## src/rtl/core/rc3w_pkg.sv

```systemverilog
// Shared types and constants for the 3x3 weighted RGBA convolution.
package rc3w_pkg;

  localparam int MaxWidthDef = 2048;
  localparam int PixW        = 8;
  localparam int RgbaW       = 4 * PixW;
  localparam int AccW        = 20;
  localparam int DivBits     = AccW;
  localparam int StepW       = 5;
  localparam int LwW         = 12;
  localparam logic [LwW-1:0] LwReset = 12'd640;

  typedef enum logic [2:0] {
    LN_HOLD,
    LN_MAC_FIRST,
    LN_MAC,
    LN_DIV_LOAD,
    LN_DIV_STEP
  } lane_op_t;

  typedef struct packed {
    lane_op_t op;
    logic     sat_clear;
  } lane_ctrl_t;

  typedef enum logic [2:0] {
    ST_IDLE,
    ST_READ,
    ST_MAC,
    ST_DIV,
    ST_DONE
  } conv_state_t;

  typedef enum logic [1:0] {
    CFG_KERNEL_LO = 2'd0,
    CFG_KERNEL_HI = 2'd1,
    CFG_WEIGHT    = 2'd2,
    CFG_LINE_W    = 2'd3
  } cfg_idx_t;

endpackage

```

## src/rtl/core/rc3w_lane.sv

```systemverilog
// One color lane: row-wise multiply-accumulate, then restoring division.
module rc3w_lane (
  input  logic                              clk,
  input  rc3w_pkg::lane_ctrl_t              ctrl,
  input  logic [2:0][rc3w_pkg::PixW-1:0]    pix,
  input  logic [2:0][rc3w_pkg::PixW-1:0]    coef,
  input  logic [rc3w_pkg::PixW-1:0]         weight,
  output logic [rc3w_pkg::PixW-1:0]         result
);
  import rc3w_pkg::*;

  logic [AccW-1:0]   acc_r, acc_nxt;
  logic [AccW-1:0]   quo_r, quo_nxt;
  logic [PixW:0]     rem_r, rem_nxt;
  logic [AccW-1:0]   row_sum;
  logic [PixW:0]     rem_sh;
  logic              fits;

  always_comb begin
    row_sum = AccW'(coef[0] * pix[0]) + AccW'(coef[1] * pix[1])
            + AccW'(coef[2] * pix[2]);
    rem_sh  = {rem_r[PixW-1:0], quo_r[AccW-1]};
    fits    = rem_sh >= {1'b0, weight};
    acc_nxt = acc_r;
    quo_nxt = quo_r;
    rem_nxt = rem_r;
    case (ctrl.op)
      LN_MAC_FIRST: acc_nxt = row_sum;
      LN_MAC:       acc_nxt = acc_r + row_sum;
      LN_DIV_LOAD: begin
        quo_nxt = acc_r;
        rem_nxt = '0;
      end
      LN_DIV_STEP: begin
        rem_nxt = fits ? rem_sh - {1'b0, weight} : rem_sh;
        quo_nxt = {quo_r[AccW-2:0], fits};
      end
      default: ;
    endcase
  end

  always_ff @(posedge clk) begin
    acc_r <= acc_nxt;
    quo_r <= quo_nxt;
    rem_r <= rem_nxt;
  end

  // Saturate at full scale; a zero weight yields all ones and lands here too.
  assign result = (|quo_r[AccW-1:PixW] && !ctrl.sat_clear) ? '1 : quo_r[PixW-1:0];

endmodule

```

## config.mk

```make
export PLATFORM = sky130hd
export DESIGN_NAME = rc3w_lane
export DESIGN_NICKNAME = d
export VERILOG_FILES = /design/src/rtl/core/rc3w_pkg.sv /design/src/rtl/core/rc3w_lane.sv
export SDC_FILE = /design/constraint.sdc
export NUM_CORES = 1
export LEC_CHECK = 0
export BUFFER_PORTS_ARGS = -buffer_cell sky130_fd_sc_hd__buf_2
export CORE_AREA = 4 4 137 139
export DETAILED_ROUTE_END_ITERATION = 8
export DIE_AREA = 0 0 141 143
export PLACE_DENSITY = 0.78
export SLEW_MARGIN = 20
export SYNTH_ARGS = -nofsm -noshare
export SYNTH_HDL_FRONTEND = slang
export SYNTH_SLANG_ARGS = --single-unit
```

## constraint.sdc

```tcl
create_clock -name clk -period 12.89 [get_ports clk]
set_input_delay 0 -clock clk [delete_from_list [all_inputs] [get_ports clk]]
set_output_delay 0 -clock clk [all_outputs]
set_load 0.005 [all_outputs]
```

==> impl_metrics.py, run 1 <==
metrics = {
    "clock_tree": {
        "clk_path_buf_depth": 2,
        "ctsHoldBuffers": 0,
        "numCtsBuffers": 5,
        "clk_pin_slew_worst_paths_ns": 0.07,
        "htreeDepth": 2,
        "cts-root-buf": "clkbuf_16",
        "cts_tree": "yes",
        "clock_sinks": 48,
        "clk-insertion-delay-late_ns": 0.29,
        "ctsResizeCount": 0,
        "post_cts_buffers": 0,
    },
    "synthesis": {
        "synthDistinctLibCells": 59,
        "synth_xor_area_share_pct": 2.03,
        "yosysMostFrequentCell": "inv_1",
        "synthFlopType": "edfxtp_1",
        "synthesis.nets": 1446,
        "synthTopCellsByArea": "fa_1 (31%), ha_1 (15%), edfxtp_1 (14%), inv_1 (9.4%), and2_1 (8.2%)",
        "seq_area_frac_synth_pct": 13.9,
        "syn-cell-area_um2": 10400,
        "yosys.area_share.simple_pct": 16.2,
        "ys_seq_elements": 48,
        "ys_warn_count": 0,
        "synth_common_cells": "inv_1 (260), fa_1 (163), and2_1 (135), ha_1 (127), nand2_1 (97)",
        "synth_top_area_cell": "fa_1",
        "synth_compound_area_share_pct": 7.99,
        "postSynthAreaPerCell_um2": 9.46,
        "syn_inst": 1095,
        "synth_top_area_share_pct": 31.5,
        "synthMuxAreaShare_pct": 3.31,
        "synth-adder-area-share_pct": 46.8,
        "synth-edff-count": 48,
        "synth_top_family_by_area": "adder cells",
        "synth-async-reset-ratio_pct": 0,
    },
    "die": {
        "start_util_pct": 58.7,
        "core-area_um2": 17700,
        "die-area_um2": 20200,
        "pin_count": 69,
        "fp.dieH_um": 143,
        "row_count": 49,
        "die_x_um": 141,
    },
    "routing": {
        "drtIter0Drc": 467,
        "wl_per_cell_um": 14.8,
        "vias": 7544,
        "routed_wl_um": 20700,
        "drc_errors": 0,
        "drt-pass1-iter-count": 6,
        "post_drt_via_cell_ratio": 5.41,
        "antenna_left": 0,
    },
    "critical_path": {
        "worstRegToRegCells": 8,
        "critPathMaxFanout": 8,
        "cp.required_ns": 12.94,
        "critPathCaptureType": "register",
        "startpoint": "pix[0]",
        "startpoint_type": "input pin",
        "reg2reg_slack_ns": 9.95,
        "critPathKind": "in -> reg",
        "r2r-end": "acc_r[10]$_DFFE_PP_",
        "endpoint": "acc_r[16]$_DFFE_PP_",
        "critical_path_arrival_ns": 7.25,
        "r2r-start": "acc_r[0]$_DFFE_PP_",
    },
    "grt": {
        "grt_usage_pct": 21.7,
        "grt_pass1_wl_um": 35900,
        "grt-ovfl-total": 0,
        "antenna_found_initial": 0,
        "grt_max_degree": 39,
        "grt_pass1_vias": 7667,
    },
    "worst_hold_path": {
        "hold_class": "in -> reg",
    },
    "placement": {
        "hpwl_um": 17900,
        "gp_congestion": 0.929,
        "io_buffers": 68,
    },
    "sta": {
        "finalHoldViolCount": 0,
        "timing.final.crit_share_pct": 55.9,
        "finalSetupTns_ns": 0,
        "setup_viol": 0,
        "fin_skew_ns": 0.00562,
        "fin_crit_ns": 7.20,
        "rsz0062_at_grt": "no",
        "tightest_slew_ns": 0.740,
        "slew_headroom_pct": 50.5,
        "slew_violations": 0,
        "max_freq_mhz": 139,
    },
    "flow_run": {
        "maxCapViolCount": 0,
    },
    "final_layout": {
        "nFillCells": 1475,
        "layout-drive-gt1-share_pct": 10.3,
        "multi_input_area_um2": 7920,
        "nNetsFinal": 1517,
        "area_delta_synth_final_pct": 7.39,
        "register_area_um2": 1440,
        "antenna_cells": 0,
    },
    "status": {
        "status": "finished, final reports clean",
    },
}
-- area by class of cell --
cell class | count | share of cell area (%)
flip-flops and latches | 48 | 13.0
clock buffers | 6 | 1.16
multi-input cells | 779 | 71.2
well taps | 229 | 2.57
clock inverters | 1 | 0.0450
repair buffers | 72 | 3.33
inverters | 260 | 8.77
-- worst min path at each step --
stage / from / end / slack (ns) / cells past startpoint
global route: weight[0] / rem_r[0]$_SDFFCE_PP0P_ / 0.31 / 4
floorplan: ctrl[0] / result[0] / 0.33 / 2
finish: weight[0] / rem_r[0]$_SDFFCE_PP0P_ / 0.27 / 4
detailed placement: quo_r[1]$_DFFE_PP_ / result[1] / 0.51 / 2
CTS: weight[0] / rem_r[0]$_SDFFCE_PP0P_ / 0.27 / 4
global placement: quo_r[1]$_DFFE_PP_ / result[1] / 0.51 / 2
-- registers in the layout, summed over array words and instances, names as in the netlist --
name / flops
acc_r: 20
quo_r: 20
rem_r: 8
-- cell families after synthesis --
kind of cell    Yosys count
simple gates            313
flops                    48
buf+inv                 268
mux                      31
fa+ha+maj               290
compound gates          121
xor+xnor                 24
-- per-stage QoR --
step           hold WS [ns]  instances  setup slack [ns]  utilization (%)  instance area, µm²
2_1_floorplan         0.329       1095              6.05                -               10400
3_3_place_gp          0.510       1388              5.53             62.3               11000
3_5_place_dp          0.508       1388              5.41             62.3               11000
4_1_cts               0.272       1395              5.70             63.0               11100
5_1_grt               0.314       1395              5.36             63.0               11100
6_report              0.272       1395              5.69             63.0               11100
-- cells in the final DEF (no fill, tap or decap), types with 7 or more instances in the layout --
master    Yosys  routed
inv_1       260     260
fa_1        163     163
and2_1      135     135
ha_1        127     127
nand2_1      97      97
buf_2         0      68
edfxtp_1     48      48
a21oi_1      29      29
o21ai_0      25      25
mux2_2       22      22
nor2_1       19      19
a21o_1       13      13
xor2_1       13      13
xnor2_1      11      11
nand3_1      10      10
or2_2         9       9
o21a_1        8       8
mux2i_1       8       8
a211oi_1      7       7
nor3_1        7       7
-- routing by layer --
| layer | share of wire, % | track usage, % | up-vias | wire length (µm) |
|---|---|---|---|---|
| li1 | - | - | 3607 | - |
| met1 | 44 | 31.3 | 3734 | 9100 |
| met2 | 50 | 36.4 | 185 | 10300 |
| met3 | 5.0 | 2.51 | 18 | 1040 |
| met4 | 1.0 | 3.26 | 0 | 211 |
| met5 | 0 | 0 | - | 0 |
-- critical path, stage by stage --
cell	delay [ns]
buf_2	0.15
and2_1	0.18
fa_1	0.53
inv_1	0.06
fa_1	0.50
fa_1	0.54
inv_1	0.05
fa_1	0.48
fa_1	0.51
fa_1	0.50
inv_1	0.05
fa_1	0.49
inv_1	0.05
ha_1	0.36
o21ai_0	0.14
o31ai_1	0.42
a41oi_1	0.28
o21ai_0	0.27
xnor2_1	0.19
ha_1	0.32
a21o_1	0.18
a2111o_1	0.40
o21a_1	0.21
xor2_1	0.15
mux2_2	0.26
Power of run 1 is left out: the tool's default activity adds up to more than one toggle a clock period on the data nets, which glitch-free logic cannot reach.
==> run 2, diff against run 1 <==
ABC_AREA = 1   (was default)
CORE_AREA = 4 4 143 145   (was 4 4 137 139)
DIE_AREA = 0 0 147 149   (was 0 0 141 143)
PLACE_DENSITY = 0.79   (was 0.78)
clock period = 6.4 ns   (was 12.89 ns; I/O delays follow)
==> run 2 against run 1 <==
  * Final cell count rose by 33%
  * Die area up 8.6%
  * First-iteration DRC count fell by 5.8%
  * Clock skew up 0.0015 ns
  * Clock-buffer cell count down 1
  * Register-to-register slack worse by 5.9 ns
  * Area after synthesis is 6.2% higher
  * Synthesized cell count grew 35%
==> impl_metrics.py, run 2 <==
metrics = {
    "synthesis": {
        "ys_warn_count": 0,
        "synth_top_family_by_area": "adder cells",
        "synth-async-reset-ratio_pct": 0,
        "yosysMostFrequentCell": "inv_1",
        "synthMuxAreaShare_pct": 0,
        "syn_inst": 1473,
        "synth-edff-count": 48,
        "syn-cell-area_um2": 11000,
        "synth_xor_area_share_pct": 1.51,
        "synthDistinctLibCells": 38,
        "synth_compound_area_share_pct": 4.37,
        "synth_common_cells": "inv_1 (443), nand2_1 (402), fa_1 (163), ha_1 (127), clkbuf_1 (51)",
        "yosys.area_share.simple_pct": 19.7,
        "synthTopCellsByArea": "fa_1 (30%), inv_1 (15%), ha_1 (14%), nand2_1 (14%), edfxtp_1 (13%)",
        "synth_top_area_share_pct": 29.6,
        "synth-adder-area-share_pct": 44.1,
        "seq_area_frac_synth_pct": 13.1,
        "ys_seq_elements": 48,
        "synth_top_area_cell": "fa_1",
        "postSynthAreaPerCell_um2": 7.47,
        "synthesis.nets": 1824,
        "synthFlopType": "edfxtp_1",
    },
    "die": {
        "row_count": 51,
        "die_x_um": 147,
        "core-area_um2": 19200,
        "pin_count": 69,
        "die-area_um2": 21900,
        "start_util_pct": 57.3,
        "fp.dieH_um": 149,
    },
    "clock_tree": {
        "clk-insertion-delay-late_ns": 0.29,
        "clk_path_buf_depth": 2,
        "clk_pin_slew_worst_paths_ns": 0.07,
        "htreeDepth": 2,
        "numCtsBuffers": 5,
        "cts_tree": "yes",
        "clock_sinks": 48,
        "cts-root-buf": "clkbuf_16",
    },
    "grt": {
        "grt_max_degree": 32,
        "grt_pass1_wl_um": 42300,
        "grt_pass1_vias": 9603,
        "grt_usage_pct": 23.4,
        "grt-ovfl-total": 0,
        "antenna_found_initial": 0,
    },
    "final_layout": {
        "antenna_cells": 0,
        "layout-drive-gt1-share_pct": 17.1,
        "largestRegisters": "acc_r: 20 flops, quo_r: 20 flops, rem_r: 8 flops",
        "mostFrequentLayoutCells": "inv_1 (443), nand2_1 (389), fa_1 (160)",
        "layout.cells.most_common": "inv_1",
        "utilization_pct": 66.5,
        "area_delta_synth_final_pct": 16.0,
        "nNetsFinal": 1946,
        "fin_area_um2": 12800,
    },
    "sta": {
        "setup_viol": 0,
        "fin_skew_ns": 0.00713,
        "timing.final.crit_share_pct": 96.2,
        "max_freq_mhz": 162,
        "fin_crit_ns": 6.16,
        "slew_headroom_pct": 42.4,
        "rsz0062_at_grt": "yes",
        "tightest_slew_ns": 0.862,
        "finalHoldViolCount": 0,
        "slew_violations": 0,
    },
    "critical_path": {
        "slowest_stage": "fa_2",
        "critPathCaptureType": "register",
        "worstRegToRegCells": 12,
        "critPathMaxFanout": 5,
        "critPathKind": "in -> reg",
        "cpPeakStageDelay_ns": 0.59,
        "cp.required_ns": 6.45,
        "critical_path_arrival_ns": 6.20,
        "startpoint_type": "input pin",
    },
    "status": {
        "status": "finished, final reports clean",
    },
    "routing": {
        "drtIter0Drc": 440,
        "post_drt_via_cell_ratio": 4.92,
        "antenna_left": 0,
        "drt-pass1-iter-count": 5,
        "vias": 9160,
        "drc_errors": 0,
        "routed_wl_um": 25400,
        "wl_per_cell_um": 13.6,
    },
    "placement": {
        "hpwl_um": 22300,
        "gp_congestion": 0.980,
        "io_buffers": 68,
        "placed_area_um2": 12200,
    },
    "worst_hold_path": {
        "min_path_cells": 5,
        "hold_class": "in -> reg",
    },
    "flow_run": {
        "maxCapViolCount": 0,
    },
}
==> run 2: logic make-up (layout without fill, tap and decap cells) <==
group	count (synthesis)	after routing
and+or+nand+nor	529	529
buffers and inverters	502	625
adders and majority gates	290	290
AOI/OAI and AO/OA	85	85
DFF	48	48
xor gates and xnor gates	19	19
==> run 2: worst max-delay path: cells and delay by family <==
| kind | cells | cell delay [ns] |
|---|---|---|
| adders and majority gates | 9 | 4.16 |
| and+or+nand+nor | 12 | 1.06 |
| buffers and inverters | 7 | 0.52 |
| AOI/OAI and AO/OA | 1 | 0.29 |
| xor gates and xnor gates | 1 | 0.17 |
==> run 2: repair_timing <==
item	CTS	global route
resized for setup	1	83
pin swaps	0	23
hold buffers	0	0
hold endpoints to repair	0	0
buffers inserted	0	3
endpoints found under the setup margin	1	12
==> run 2: through the flow <==
step	setup TNS, ns	cells	hold slack, ns	worst slack, ns
final	0	1861	0.286	0.243
after global routing	-0.204	1861	0.301	-0.0595
after CTS	0	1858	0.274	0.0681
after detailed placement	-1.35	1850	0.434	-0.368
after global placement	-0.751	1850	0.435	-0.285
after floorplan	0	1473	0.215	0.0875
==> run 2: cell type report <==
class | count | area [µm²]
repair buffers | 172 | 1130
clock inverters | 3 | 18.8
inverters | 445 | 1670
well taps | 265 | 332
clock buffers | 5 | 125
flip-flops and latches | 48 | 1440
multi-input cells | 923 | 8060
fillers | 1538 | 6440
==> run 2: final timing paths <==
kind                             from                      to  slack (ns)
setup / recovery               pix[0]     acc_r[12]$_DFFE_PP_        0.24
hold / removal              weight[0]  rem_r[0]$_SDFFCE_PP0P_        0.29
setup reg to reg   acc_r[0]$_DFFE_PP_     acc_r[12]$_DFFE_PP_        4.03
hold reg to reg   quo_r[10]$_DFFE_PP_     quo_r[11]$_DFFE_PP_        0.56
==> run 2: routing by layer <==
layer,global-route usage (%),up-vias,part of all wire [%]
met5,0,-,0
met4,9.04,0,3.9
met3,0.972,73,3.3
met2,44.8,252,53
met1,28.0,4332,40
li1,-,4503,-
Power of run 2 is left out for the same reason.
